===== src/sv/swfr_pkg.sv =====
`timescale 1ns / 1ps
`default_nettype none

package swfr_pkg;

	localparam logic [7:0]  FRAME_MARKER   = 8'hA5;
	localparam logic [7:0]  LINE_FEED      = 8'h0A;
	localparam logic [20:0] OVERFLOW_SLACK = 21'd2048;
	localparam logic [20:0] PENDING_MAX    = 21'h1FFFFF;
	localparam logic [19:0] MAX_LINE_RESET = 20'd34816;
	localparam int          QUEUE_DEPTH_DEFAULT = 4;

	typedef enum logic [1:0] {
		KIND_BYTE     = 2'd0,
		KIND_LINE_END = 2'd1,
		KIND_ACK      = 2'd2,
		KIND_OVERFLOW = 2'd3
	} swfr_kind_t;

	// all results caused by one input byte, in output order a, b, c
	typedef struct packed {
		logic        a_valid;
		swfr_kind_t  a_kind;
		logic [7:0]  a_data;
		logic [15:0] a_seq;
		logic        b_valid;   // frame end acknowledge
		logic [15:0] b_seq;
		logic        c_valid;   // overflow discard
	} swfr_bundle_t;

endpackage

`default_nettype wire


===== src/sv/swfr_front.sv =====
`timescale 1ns / 1ps
`default_nettype none

module swfr_front import swfr_pkg::*; (
	input  wire logic         clk,
	input  wire logic         arst_n,
	input  wire logic         in_accept,
	input  wire logic         action,
	input  wire logic [7:0]   rx_byte,
	input  wire logic         frame_end,
	input  wire logic         cfg_write,
	input  wire logic [19:0]  cfg_value,
	output logic              push,
	output swfr_bundle_t      bundle
);

	typedef enum logic [1:0] {
		POS_MARKER  = 2'd0,
		POS_SEQ_LO  = 2'd1,
		POS_SEQ_HI  = 2'd2,
		POS_PAYLOAD = 2'd3
	} pos_t;

	typedef enum logic [1:0] {
		V_UNDECIDED = 2'd0,
		V_ACCEPT    = 2'd1,
		V_IGNORE    = 2'd2
	} verdict_t;

	logic [20:0] limit_q;
	logic [15:0] expected_q, completed_q;
	logic        completed_valid_q;
	pos_t        pos_q;
	logic [7:0]  seq_low_q;
	verdict_t    verdict_q;
	logic        had_nl_q;
	logic [20:0] pending_q;

	logic [15:0]  exp_d, comp_d;
	logic         cv_d;
	pos_t         pos_d;
	logic [7:0]   low_d;
	verdict_t     verdict_d;
	logic         nl_d;
	logic [20:0]  pend_d;
	logic [15:0]  hdr_seq;
	swfr_bundle_t bun;

	assign hdr_seq = {rx_byte, seq_low_q};

	always_comb begin
		exp_d     = expected_q;
		comp_d    = completed_q;
		cv_d      = completed_valid_q;
		pos_d     = pos_q;
		low_d     = seq_low_q;
		verdict_d = verdict_q;
		nl_d      = had_nl_q;
		pend_d    = pending_q;
		bun       = '0;
		bun.a_kind = KIND_BYTE;
		case (pos_q)
			POS_MARKER: begin
				if (rx_byte != FRAME_MARKER)
					verdict_d = V_IGNORE;
				pos_d = POS_SEQ_LO;
			end
			POS_SEQ_LO: begin
				low_d = rx_byte;
				pos_d = POS_SEQ_HI;
			end
			POS_SEQ_HI: begin
				if (verdict_q == V_UNDECIDED) begin
					// repeat of the line's final frame, or an older duplicate
					if ((completed_valid_q && expected_q == '0 && hdr_seq == completed_q)
					    || hdr_seq < expected_q) begin
						bun.a_valid = 1'b1;
						bun.a_kind  = KIND_ACK;
						bun.a_seq   = hdr_seq;
						verdict_d   = V_IGNORE;
					end else if (hdr_seq > expected_q) begin
						verdict_d = V_IGNORE;
					end else begin
						if (hdr_seq == '0)
							cv_d = 1'b0;
						verdict_d = V_ACCEPT;
					end
				end
				pos_d = POS_PAYLOAD;
			end
			default: begin
				if (verdict_q == V_ACCEPT) begin
					bun.a_valid = 1'b1;
					if (rx_byte == LINE_FEED) begin
						bun.a_kind = KIND_LINE_END;
						pend_d = '0;
						nl_d   = 1'b1;
					end else begin
						bun.a_kind = KIND_BYTE;
						bun.a_data = rx_byte;
						if (pending_q != PENDING_MAX)
							pend_d = pending_q + 21'd1;
					end
				end
			end
		endcase
		if (frame_end) begin
			if (verdict_d == V_ACCEPT && pos_d == POS_PAYLOAD) begin
				bun.b_valid = 1'b1;
				bun.b_seq   = expected_q;
				if (nl_d) begin
					comp_d = expected_q;
					cv_d   = 1'b1;
					exp_d  = '0;
				end else begin
					exp_d = expected_q + 16'd1;
				end
				if (pend_d > limit_q) begin
					bun.c_valid = 1'b1;
					pend_d = '0;
					exp_d  = '0;
					cv_d   = 1'b0;
				end
			end
			pos_d     = POS_MARKER;
			verdict_d = V_UNDECIDED;
			nl_d      = 1'b0;
		end
	end

	assign push   = in_accept && !action && (bun.a_valid || bun.b_valid || bun.c_valid);
	assign bundle = bun;

	always_ff @(posedge clk or negedge arst_n) begin
		if (!arst_n) begin
			limit_q           <= {1'b0, MAX_LINE_RESET} + OVERFLOW_SLACK;
			expected_q        <= '0;
			completed_q       <= '0;
			completed_valid_q <= 1'b0;
			pos_q             <= POS_MARKER;
			seq_low_q         <= '0;
			verdict_q         <= V_UNDECIDED;
			had_nl_q          <= 1'b0;
			pending_q         <= '0;
		end else begin
			// limit is kept with the slack already added
			if (cfg_write)
				limit_q <= {1'b0, cfg_value} + OVERFLOW_SLACK;
			if (in_accept) begin
				if (action) begin
					expected_q        <= '0;
					completed_q       <= '0;
					completed_valid_q <= 1'b0;
					pos_q             <= POS_MARKER;
					seq_low_q         <= '0;
					verdict_q         <= V_UNDECIDED;
					had_nl_q          <= 1'b0;
					pending_q         <= '0;
				end else begin
					expected_q        <= exp_d;
					completed_q       <= comp_d;
					completed_valid_q <= cv_d;
					pos_q             <= pos_d;
					seq_low_q         <= low_d;
					verdict_q         <= verdict_d;
					had_nl_q          <= nl_d;
					pending_q         <= pend_d;
				end
			end
		end
	end

endmodule

`default_nettype wire


===== src/sv/swfr_queue.sv =====
`timescale 1ns / 1ps
`default_nettype none

module swfr_queue import swfr_pkg::*; #(
	parameter int DEPTH = QUEUE_DEPTH_DEFAULT
) (
	input  wire logic          clk,
	input  wire logic          arst_n,
	input  wire logic          push,
	input  swfr_bundle_t       push_data,
	output logic               full,
	input  wire logic          pop,
	output logic               head_valid,
	output swfr_bundle_t       head
);

	localparam int PW = $clog2(DEPTH);
	localparam int CW = $clog2(DEPTH + 1);
	localparam logic [PW-1:0] LAST_PTR = PW'(DEPTH - 1);
	localparam logic [CW-1:0] FULL_CNT = CW'(DEPTH);

	swfr_bundle_t  mem_q [DEPTH];
	logic [PW-1:0] wr_ptr_q, rd_ptr_q;
	logic [CW-1:0] count_q;

	assign full       = (count_q == FULL_CNT);
	assign head_valid = (count_q != '0);
	assign head       = mem_q[rd_ptr_q];

	always_ff @(posedge clk) begin
		if (push)
			mem_q[wr_ptr_q] <= push_data;
	end

	always_ff @(posedge clk or negedge arst_n) begin
		if (!arst_n) begin
			wr_ptr_q <= '0;
			rd_ptr_q <= '0;
			count_q  <= '0;
		end else begin
			if (push)
				wr_ptr_q <= (wr_ptr_q == LAST_PTR) ? '0 : wr_ptr_q + PW'(1);
			if (pop)
				rd_ptr_q <= (rd_ptr_q == LAST_PTR) ? '0 : rd_ptr_q + PW'(1);
			if (push && !pop)
				count_q <= count_q + CW'(1);
			else if (pop && !push)
				count_q <= count_q - CW'(1);
		end
	end

endmodule

`default_nettype wire


===== src/sv/swfr_back.sv =====
`timescale 1ns / 1ps
`default_nettype none

module swfr_back import swfr_pkg::*; (
	input  wire logic          clk,
	input  wire logic          arst_n,
	input  wire logic          head_valid,
	input  swfr_bundle_t       head,
	output logic               pop,
	output logic               m_tvalid,
	input  wire logic          m_tready,
	output logic [23:0]        m_tdata,
	output logic [1:0]         m_tuser,
	output logic               m_tlast
);

	logic [2:0]  done_q;
	logic        out_valid_q;
	swfr_kind_t  out_kind_q;
	logic [7:0]  out_data_q;
	logic [15:0] out_seq_q;
	logic        out_last_q;

	logic [2:0]  mask, rem, sel;
	logic        load, sel_last;

	assign mask = {head.c_valid, head.b_valid, head.a_valid};
	assign rem  = mask & ~done_q;
	assign sel  = rem[0] ? 3'b001 : (rem[1] ? 3'b010 : 3'b100);
	assign sel_last = ((rem & ~sel) == 3'b000);
	assign load = head_valid && (!out_valid_q || m_tready);
	assign pop  = load && sel_last;

	always_ff @(posedge clk or negedge arst_n) begin
		if (!arst_n) begin
			done_q      <= '0;
			out_valid_q <= 1'b0;
		end else begin
			if (load) begin
				out_valid_q <= 1'b1;
				done_q      <= sel_last ? 3'b000 : (done_q | sel);
			end else if (m_tready) begin
				out_valid_q <= 1'b0;
			end
		end
	end

	always_ff @(posedge clk) begin
		if (load) begin
			out_last_q <= sel_last;
			if (sel[0]) begin
				out_kind_q <= head.a_kind;
				out_data_q <= head.a_data;
				out_seq_q  <= head.a_seq;
			end else if (sel[1]) begin
				out_kind_q <= KIND_ACK;
				out_data_q <= '0;
				out_seq_q  <= head.b_seq;
			end else begin
				out_kind_q <= KIND_OVERFLOW;
				out_data_q <= '0;
				out_seq_q  <= '0;
			end
		end
	end

	assign m_tvalid = out_valid_q;
	assign m_tdata  = {out_seq_q, out_data_q};
	assign m_tuser  = out_kind_q;
	assign m_tlast  = out_last_q;

	a_head_nonempty: assert property (@(posedge clk) disable iff (!arst_n)
		head_valid |-> (mask != 3'b000))
		else $error("queued bundle carries no result");

	a_done_subset: assert property (@(posedge clk) disable iff (!arst_n)
		head_valid |-> ((done_q & ~mask) == 3'b000))
		else $error("done mask marks a slot the bundle lacks");

	a_done_idle: assert property (@(posedge clk) disable iff (!arst_n)
		!head_valid |-> (done_q == 3'b000))
		else $error("partial progress held without a bundle");

	a_pop_last: assert property (@(posedge clk) disable iff (!arst_n)
		pop |=> (out_valid_q && out_last_q))
		else $error("bundle retired without a last result");

endmodule

`default_nettype wire


===== src/sv/stop_and_wait_frame_receiver.sv =====
// path: a result passes through the queue and then the output register to m_tdata
// throughput: one byte per cycle while the queue is not full; the back end sends one
// result per cycle while m_tready is high, so the up to three results of a frame end byte
// are absorbed by a queue of QUEUE_DEPTH result groups that stalls s_tready only when full
// reset: arst_n clears all frame state, the queue and the output register, and
// sets max_line_bytes to 34816; the block is ready as soon as arst_n is released
`timescale 1ns / 1ps
`default_nettype none

module stop_and_wait_frame_receiver import swfr_pkg::*; #(
	parameter int QUEUE_DEPTH = QUEUE_DEPTH_DEFAULT
) (
	input  wire logic         clk,
	input  wire logic         arst_n,
	input  wire logic         s_tvalid,
	output logic              s_tready,
	input  wire logic [7:0]   s_tdata,   // rx_byte
	input  wire logic         s_tuser,   // action
	input  wire logic         s_tlast,   // frame_end
	output logic              m_tvalid,
	input  wire logic         m_tready,
	output logic [23:0]       m_tdata,   // data [7:0], ack_sequence [23:8]
	output logic [1:0]        m_tuser,   // kind
	output logic              m_tlast,   // last
	input  wire logic         cfg_valid,
	output logic              cfg_ready,
	input  wire logic [19:0]  cfg_data   // max_line_bytes
);

	logic         push, full, pop, head_valid, in_accept;
	swfr_bundle_t push_data, head;

	assign s_tready  = !full;
	assign in_accept = s_tvalid && s_tready;
	assign cfg_ready = 1'b1;

	swfr_front u_front (
		.clk       (clk),
		.arst_n    (arst_n),
		.in_accept (in_accept),
		.action    (s_tuser),
		.rx_byte   (s_tdata),
		.frame_end (s_tlast),
		.cfg_write (cfg_valid && cfg_ready),
		.cfg_value (cfg_data),
		.push      (push),
		.bundle    (push_data)
	);

	swfr_queue #(.DEPTH(QUEUE_DEPTH)) u_queue (
		.clk        (clk),
		.arst_n     (arst_n),
		.push       (push),
		.push_data  (push_data),
		.full       (full),
		.pop        (pop),
		.head_valid (head_valid),
		.head       (head)
	);

	swfr_back u_back (
		.clk        (clk),
		.arst_n     (arst_n),
		.head_valid (head_valid),
		.head       (head),
		.pop        (pop),
		.m_tvalid   (m_tvalid),
		.m_tready   (m_tready),
		.m_tdata    (m_tdata),
		.m_tuser    (m_tuser),
		.m_tlast    (m_tlast)
	);

endmodule

`default_nettype wire


===== config.mk =====
export PLATFORM = sky130hd
export DESIGN_NAME = stop_and_wait_frame_receiver
export DESIGN_NICKNAME = d
export VERILOG_FILES = /design/src/sv/swfr_pkg.sv /design/src/sv/swfr_front.sv /design/src/sv/swfr_queue.sv /design/src/sv/swfr_back.sv /design/src/sv/stop_and_wait_frame_receiver.sv
export SDC_FILE = /design/constraint.sdc
export NUM_CORES = 1
export LEC_CHECK = 0
export BUFFER_PORTS_ARGS = -buffer_cell sky130_fd_sc_hd__buf_2
export CAP_MARGIN = 15
export CORE_MARGIN = 8
export CORE_UTILIZATION = 30
export DETAILED_ROUTE_END_ITERATION = 8
export GPL_ROUTABILITY_DRIVEN = 0
export REMOVE_ABC_BUFFERS = 1
export SLEW_MARGIN = 20
export SYNTH_ARGS = -nofsm -noshare
export SYNTH_HDL_FRONTEND = slang
export SYNTH_SLANG_ARGS = --single-unit
export TNS_END_PERCENT = 5

===== constraint.sdc =====
create_clock -name clk -period 8.5 [get_ports clk]
set_input_delay 1.275 -clock clk [delete_from_list [all_inputs] [get_ports clk]]
set_output_delay 1.275 -clock clk [all_outputs]
set_load 0.02 [all_outputs]

---- Word-level counts from Yosys, hierarchy flattened ----
Memories as Yosys holds them, arrays and structs flattened.
Index checks and enable logic that the tools add are counted.
operators by class
  add/subtract/negate cells ............... 7
  multipliers ............................. 0
  divide/modulo/power cells ............... 0
  magnitude comparators ................... 3
  equal/unequal tests ..................... 12
  shift-type cells ........................ 0
  multiplexer cells ....................... 72
  bitwise gates (word level) .............. 5
  reductions and logical operators ........ 36
operators by type and width
  cell                    number
  $mux 16                 14
  $mux 21                 8
  $mux 18                 2
  $logic_not 16->1        2
  $mux 8                  4
  $mux 1                  22
  $mux 2                  11
  $add 20x12->21 const B  1
  $add 21x1->21 const B   1
  $gt 21x21->1            1
  $mux 3                  7
  $ne 21x21->1 const B    1
  $add 16x1->16 const B   1
  $eq 16x16->1            1
  $gt 16x16->1            1
  $lt 16x16->1            1
  $reduce_bool 2->1       6
  $mux 11                 1
  $logic_and 1x1->1       10
  $eq 2x2->1 const B      4
  $eq 8x4->1 const B      1
  $ne 8x8->1 const B      1
  $and 3x3->3             2
  $eq 2x1->1 const B      3
  other kinds (19)        29
storage, ports and cells
  register bits ........................... 126
  latch bits .............................. 0
  bits in writable memories ............... 180
  memory bits (read-only) ................. 0
  output and inout bits ................... 30
  logic and storage cells ................. 154
  memories ................................ 1
memory list
  name           words  bits a word  read ports  clocked after memory_dff  write ports  RTL line          source
  u_queue.mem_q  4      45           1           0                         1            swfr_queue.sv:22  swfr_bundle_t mem_q [DEPTH];

---- Logic depth before layout (Yosys ltp) ----
Gate-level depths: netlist of run 1.
  depth in word-level cells ............... 18
  gate-level depth with buffers ........... 19
  mapped depth without buffers ............ 18

---- Modules after synthesis ----
A second synthesis of run 1 with hierarchy kept.
second synthesis, totals
  cell total of the unflattened synthesis .. 1021
  area total of the unflattened synthesis .. 14242.4 um^2
modules (own cells, without submodules)
  module                        times used  cells each  area each (um^2)  sequential area each (um^2)
  swfr_queue                    1           272         6909.1            5580.4
  swfr_front                    1           665         6017.0            2204.6
  swfr_back                     1           80          1295.0            910.9
  stop_and_wait_frame_receiver  1           4           21.3              0.0

---- Least setup slack after synthesis of run 1 ----
OpenSTA, ideal clock, no wires.
  kind .................................... in2reg
  from .................................... in s_tdata[4]
  to ...................................... reg u_front.expected_q[10]
  setup time .............................. 0.078 ns
  arrival ................................. 4.864 ns
  required time ........................... 8.422 ns
  slack ................................... 3.558 ns
  cell stages on the path ................. 16
  path buffers ............................ 3
  cells stage by stage .................... or4_1 nor3_2 and4_1 buf_2 buf_1 nor2_1 ha_1 a21oi_1 o21ai_1 a2111o_1 a2111oi_0 nor2_1 nor4_1 nand2_1 buf_2 o2bb2ai_1
between the ends
  word-level cells in the longest chain between the ends .. 10
RTL lines
  what                                                                   RTL line                            source
  start: declaration                                                     stop_and_wait_frame_receiver.sv:17  input wire logic [7:0] s_tdata,
  parallel branches: the longest is 10 deep, another holds $gt 21x21->1  -
  end signal: assignment                                                 swfr_front.sv:160                   expected_q <= exp_d;
  end: declaration                                                       swfr_front.sv:31                    logic [15:0] expected_q, completed_q;
Parallel ways; which one is timed is not known. The select of a mux whose other input is x is not followed.
A chain may end at the register's enable or synchronous reset.

---- Worst setup path after layout of run 1 ----
  from .................................... in s_tdata[4]
  to ...................................... reg u_front.expected_q[15]
The elaborated chain is that of the path after synthesis.

==> results of run 1 <==
## report_power, final
part           internal, µW  total [µW]  switching [µW]
Combinational           383         898             516
Sequential             1730        1810            80.9
Clock                   825        1410             585
## worst max-delay path by stage
| stage | end | slack, ns | start |
|---|---|---|---|
| 6_report | u_front.expected_q[15] | 2.23 | s_tdata[4] |
| 5_1_grt | u_front.expected_q[15] | 1.80 | s_tdata[4] |
| 4_1_cts | u_front.expected_q[15] | 2.45 | s_tdata[4] |
| 3_5_place_dp | u_front.expected_q[15] | 1.91 | s_tdata[4] |
| 3_3_place_gp | u_front.expected_q[3] | 2.12 | s_tdata[4] |
| 2_1_floorplan | u_front.expected_q[15] | 3.39 | s_tdata[4] |
## per-stage QoR
stage	area, µm²	utilization [%]
final	16000	34.7
after global routing	16000	34.7
after CTS	16000	34.7
after detailed placement	15000	32.3
after global placement	15000	32.3
after floorplan	13800	-
## cell type report
cell class                      count  area (µm²)
Sequential cell                   306        8700
Clock buffer                       45         953
Inverter                           49         184
Clock inverter                     17         130
Tap cell                          607         759
Timing Repair Buffer               75         408
Fill cell                        4491       30200
Multi-Input combinational cell    602        4910
## registers in the layout, summed over array words and instances (netlist names), 3 cells and up
register / flops
u_front.seq_low_q: 8
u_front.expected_q: 16
u_back.out_data_q: 8
u_back.out_seq_q: 16
u_front.limit_q: 21
u_front.pending_q: 21
u_queue.mem_q: 180
u_queue.count_q: 3
u_front.completed_q: 16
u_back.done_q: 3
## routing by layer
| layer | vias to the layer above | GRT usage (%) |
|---|---|---|
| li1 | 3939 | - |
| met1 | 4315 | 16.0 |
| met2 | 217 | 19.7 |
| met3 | 57 | 2.32 |
| met4 | 2 | 3.70 |
| met5 | - | 0 |
## cell families after synthesis
family                     count (synthesis)  share of synthesized area [%]
AOI/OAI and AO/OA                        180                           9.36
xor gates and xnor gates                  38                           2.39
adders and majority gates                 49                           4.43
buffers and inverters                     92                           2.67
DFF                                      306                           62.4
muxes                                     52                           7.81
other                                      1                         0.0269
and+or+nand+nor                          282                           11.0
## layout by cell type, fill, tap and decap left out, types with 13 or more instances in the layout
master     count
inv_1         49
nand2b_1      14
nand4_1       22
xor2_1        27
buf_2         62
buf_4         13
edfxtp_1     207
ha_1          47
nand2_1       67
and2_1        53
dfrtp_1       95
mux4_2        45
a21oi_1       38
clkbuf_16     35
a22o_1        51
nand3_1       20
nor2_1        42
o21ai_0       32
## worst max-delay path, cell delays in order
cell,delay [ns]
buf_2,0.16
or4_1,0.55
nor3_2,0.43
and4_1,0.77
nor2_1,0.17
ha_1,0.35
a21oi_1,0.16
o21ai_1,0.09
a2111o_1,0.40
a2111oi_0,0.76
nor2_1,0.47
nor4_1,0.37
nand2_1,0.38
o31ai_1,0.34
==> metrics, run 1 <==
status finished clean; Yosys top cell by area edfxtp_1; DRT Pass-1 Iters 5; fin crit period ~6.3 ns; Placed Instances roughly 1600; DRC viols 0; crit path kind in -> reg; RR Startpoint u_front.verdict_q[0]; Static Leakage ~0.0062 µW; Diodes inserted 0; P per Cell Area around 260 nW/µm²; worst hold slack just under 0.5 ns; Mapped Area 13900 µm²; top_reg_cell synth edfxtp_1; # port buffers 63; hold_sp u_back.done_q[2]; Hold-fix buffers, CTS 0; Vias/cell 5.01; initial DRC count about 600; antenna-violating nets left 0; CP Launch Type input port; Final nets 1151; num rows between 70 and 80; top post-synthesis cells by count edfxtp_1 (207), dfrtp_1 (97), nand2_1 (67); maximum vdd drop between 0.00015 and 0.0002 V; RSZ-0062 raised after global routing no; most common cell in the netlist edfxtp_1; crit path capture type flop; area of the die 53600 µm²; Crit Path Max Fanout 20; met3 WL around 1.7 mm; setup ws final around 2.2 ns; top routing layer in use met5; DP HPWL roughly 21 mm; EDFF count, synth just over 200; final count of negative-setup-slack endpoints 0; f_max roughly 160 MHz; Worst Path Required roughly 8.9 ns; Slew HR roughly a third; Post-Synthesis Cells 1000; Die H between 200 and 250 µm; crit share post-route between 70% and 80%; drt wl/cell 19.0 µm; ys async rst share approximately 32%; crit path DAT about 6.7 ns; Final Slew Violations 0; CTS tree built; final hold violations 0; setup TNS 0 ns; Worst-path clk slew 0.06 ns; total power 4120 µW; post-synthesis sequential area ratio between 60% and 70%; Overflow after GRT 0; Worst Max-Slew Pin Slew 1.00 ns; Die W around 230 µm; Syn Area/Cell 13.9 µm²; Met1 Wirelength 14.6 mm; Worst Hold Depth 1; Worst Hold End u_back.done_q[2]; Synth Register Bits around 310; IO Count 65; Setup Skew around 0.017 ns; wire length on met2 between 15 and 20 mm; clk buf depth 3; largest net degree at the start of global routing 57; clock latency on the worst-skew pair approximately 0.52 ns; Post-CTS Resized 0; core area 46300 µm²; antenna violations before repair 1; Yosys cell types 66; r2r endpoint u_front.expected_q[15]; YS warnings 0; top cells by area, synth edfxtp_1 (45%), dfrtp_1 (17%), mux4_2 (7.3%); Initial Utilization a little under a third; vias in the first global route about 8900; postcts setup bufs 0; post-route non-filler standard cell count 1701; share of cells above drive strength 1 18.0%; root buf cell clkbuf_16; Total GRT Usage 12.0%; Vias approximately 8500; Routed WL roughly 32 mm; maxcap violations 0; R2R Setup Slk roughly 2.4 ns; CTS Sinks a little over 300; share of the synthesized area in the top cell type between 40 and 50%; Area growth, synth to finish 15.0%; pre-CTS setup slack ~1.9 ns; H-tree depth reported by CTS 2; R2R depth 16; CTS Buf Count 34; first-pass GRT wire length between 50 and 60 mm; Hold Path Class reg -> reg
Note: power is estimated with default switching activity, not from simulation.
==> run 2, diff against run 1 <==
Settings changed: ABC_AREA from default to 1.
Clock period 8.5 ns to 5.6 ns, I/O delays scaled along.
==> metrics, run 2 <==
Area growth, synth to finish 13.9%; crit share post-route between 70% and 80%; share of cells above drive strength 1 12.9% (-5.1 points); Worst Path Required 6.07 ns (-2.85 ns); clock power share 30.9% (-3.3 points); CTS Sinks 306 (unchanged); slowest stage delay, CP 0.39 ns (-0.38 ns); R2R Setup Slk 1.61 ns (-0.83 ns); Crit Path Max Fanout 14 (-30%); R2R depth 26 (+10); crit path capture type flop; Yosys cell types 57 (-14%); Seq pwr share 40.6% (-3.3 points); Reg area 8700 µm² (about the same); Slew HR 32.2% (-0.79 points); multi-input gate area in the final layout 5380 µm² (+9.6%); postcts setup bufs 0 (unchanged); most frequent CP cell nand2_1; top_reg_cell synth edfxtp_1; status finished clean; largest net degree at the start of global routing 88 (+54%); first-pass GRT wire length 59.0 mm (+15%); RR Startpoint u_front.pending_q[0]; CTS Buf Count 35 (+2.9%); setup TNS 0 ns (unchanged); crit path DAT 4.54 ns (-2.15 ns); drt wl/cell 16.1 µm (-16%); CP Launch Type input port; Top Registers u_queue.mem_q x180, u_front.limit_q x21, u_front.pending_q x21; combinational power share 28.4% (+6.6 points); vias in the first global route 10900 (+22%); Synth Register Bits 306 (unchanged); YS warnings 0 (unchanged); largest family of logic cells by synthesized area simple AND/OR/NAND/NOR gates; Worst Max-Slew Pin Slew 1.02 ns (+0.0132 ns); adder and majority gate portion of the synthesized area 4.08% (-0.35 points); CTS tree built; DRT Pass-1 Iters 5 (unchanged); pre-CTS setup slack 1.06 ns (-0.848 ns); # port buffers 63 (unchanged); DRC viols 0 (unchanged); Mapped Area 14900 µm² (+6.9%); crit-path cells buf_2, nor2_2, nand3_2, nor4_4, inv_2, nor2_4, inv_1, o211ai_1, inv_1, ha_1, nand2_1, nor2_1, a211oi_1, o21ai_0, nand3_1, nand3_1, nand2_1, inv_1, nand3_2, nand2_2, inv_2, nand2_1, nand2_1; P per Cell Area 406 nW/µm² (+58%); Die H 239 µm (+3.2%); r2r endpoint u_front.pending_q[15]; most common cell after layout, fill and taps aside nand2_1; total power 6890 µW (+67%); core area 49100 µm² (+6.0%); clock latency on the worst-skew pair 0.55 ns (+0.03 ns); Post-CTS Resized 0 (unchanged); Slowest cell on crit path nor4_4; Largest Register u_queue.mem_q; Overflow after GRT 0 (unchanged); clk buf depth 3 (unchanged); Vias 10800 (+27%); H-tree depth reported by CTS 2 (unchanged); final hold violations 0 (unchanged); antenna-violating nets left 0 (unchanged); top cells by area, synth edfxtp_1 (42%), dfrtp_1 (16%), nand2_1 (6.9%); Syn Area/Cell 9.80 µm² (-30%); post-synthesis mux area share 0.134% (-7.7 points); IO Count 65 (unchanged); Initial Utilization 30.4% (+0.25 points); Pint 4500 µW (+53%); fin crit period 4.07 ns; root buf cell clkbuf_16; most common cell in the netlist nand2_1; Final Slew Violations 0 (unchanged); maxcap violations 0 (unchanged); f_max roughly 250 MHz; Die W 239 µm (+3.2%); Yosys top cell by area edfxtp_1; initial DRC count 793 (+32%); Post-Synthesis Cells 1522 (+52%); setup ws final 1.53 ns (-0.696 ns); ys async rst share 32.4% (unchanged); max reg flops 180 (unchanged); most frequent cells in the layout nand2_1 (276), nor2_1 (240), edfxtp_1 (207), o21ai_0 (135), inv_1 (132); Synth Area in Compound Gates 10.8% (+1.5 points); post-synthesis sequential area ratio 58.3% (-4.0 points); Total GRT Usage 12.8% (+0.79 points); Hold-fix buffers, CTS 0 (unchanged); top post-synthesis cells by count nand2_1 (276), nor2_1 (244), edfxtp_1 (207); DP HPWL 23.8 mm (+13%); Routed WL 36.4 mm (+12%); Vias/cell 4.79 (-4.6%); filler cell count 4964 (+11%); final count of negative-setup-slack endpoints 0 (unchanged); RSZ-0062 raised after global routing no; Worst-path clk slew 0.06 ns (about the same); antenna violations before repair 2 (+1); Synth Area in Simple Gates 19.2% (+8.3 points); switch share 34.6% (+5.9 points); share of the synthesized area in the top cell type 41.7% (-2.9 points); Diodes inserted 0 (unchanged); Synth Area in XOR/XNOR 1.47% (-0.92 points); EDFF count, synth 207 (unchanged); num rows 81 (+2.5%); Final nets 1661 (+44%); Setup Skew 0.0178 ns (+0.000766 ns); Static Leakage 0.00680 µW (+9.4%); crit path kind in -> reg; Hold Path Class in -> async; Switch Pwr 2380 µW (+100%); maximum vdd drop 0.000197 V (+22%); area of the die 57100 µm² (+6.4%)
## run 2: cell count changes after synthesis, moves of 17 or more
cell / change
mux4_2: -45
o21ai_0: +102
and2_1: -57
nand3_1: +18
nor2_1: +201
nand4_1: +17
a22o_1: -35
nand2_1: +209
o22ai_1: +37
inv_1: +83
## run 2: kinds of logic after synthesis
| family | Yosys count |
|---|---|
| other | 1 |
| XOR/XNOR | 25 |
| multiplexers | 2 |
| flip-flops | 306 |
| AO/OA/AOI/OAI | 273 |
| adder cells (fa/ha/maj) | 48 |
| AND/OR/NAND/NOR | 658 |
| buffers and inverters | 209 |
## run 2: power groups by stage
| stage | Combinational, µW | Sequential, µW | Clock [µW] |
|---|---|---|---|
| finish | 1960 | 2800 | 2130 |
| CTS | 2000 | 2800 | 2200 |
| global placement | 1950 | 2840 | 0 |
| floorplan | 1090 | 3020 | 0 |
| detailed placement | 1980 | 2840 | 0 |
| global route | 2200 | 2820 | 2280 |
## run 2: per-layer routing
metal,vias to the layer above,GRT usage (%),wire [µm]
met4,2,4.42,970
met5,-,0,13
met3,62,2.69,1990
li1,5294,-,-
met1,5226,16.6,16400
met2,259,21.2,17100
## run 2: worst max path at each step
stage | from | to | slack, ns | cells past startpoint
2_1_floorplan | u_queue.rd_ptr_q[0] | u_queue.count_q[1] | 0.29 | 13
3_3_place_gp | s_tdata[0] | u_front.pending_q[11] | 1.11 | 21
3_5_place_dp | s_tdata[0] | u_front.pending_q[5] | 1.06 | 21
4_1_cts | s_tdata[4] | u_front.pending_q[15] | 1.62 | 21
5_1_grt | s_tdata[0] | u_front.pending_q[15] | 1.16 | 23
6_report | s_tdata[4] | u_front.pending_q[15] | 1.53 | 23
## run 2: per-stage QoR
stage	util [%]	cells	instance area, µm²	hold slack (ns)
2_1_floorplan	-	1466	14600	0.448
3_3_place_gp	32.5	2205	15900	0.468
5_1_grt	34.6	2266	17000	0.341
3_5_place_dp	32.5	2205	15900	0.481
4_1_cts	34.6	2266	17000	0.312
6_report	34.6	2266	17000	0.307
## run 2: worst max-delay path: cells and delay by family
| family | cells | cell delay (ns) |
|---|---|---|
| adder cells (fa/ha/maj) | 1 | 0.28 |
| AND/OR/NAND/NOR | 13 | 1.86 |
| AO/OA/AOI/OAI | 3 | 0.48 |
| buffers and inverters | 6 | 1.08 |
## run 2: area by class of cell
| cell class | instances | area share, % |
|---|---|---|
| Clock buffer | 43 | 5.39 |
| Clock inverter | 18 | 0.840 |
| Inverter | 153 | 3.43 |
| Multi-Input combinational cell | 1007 | 31.7 |
| Sequential cell | 306 | 51.2 |
| Tap cell | 664 | 4.89 |
| Timing Repair Buffer | 75 | 2.55 |
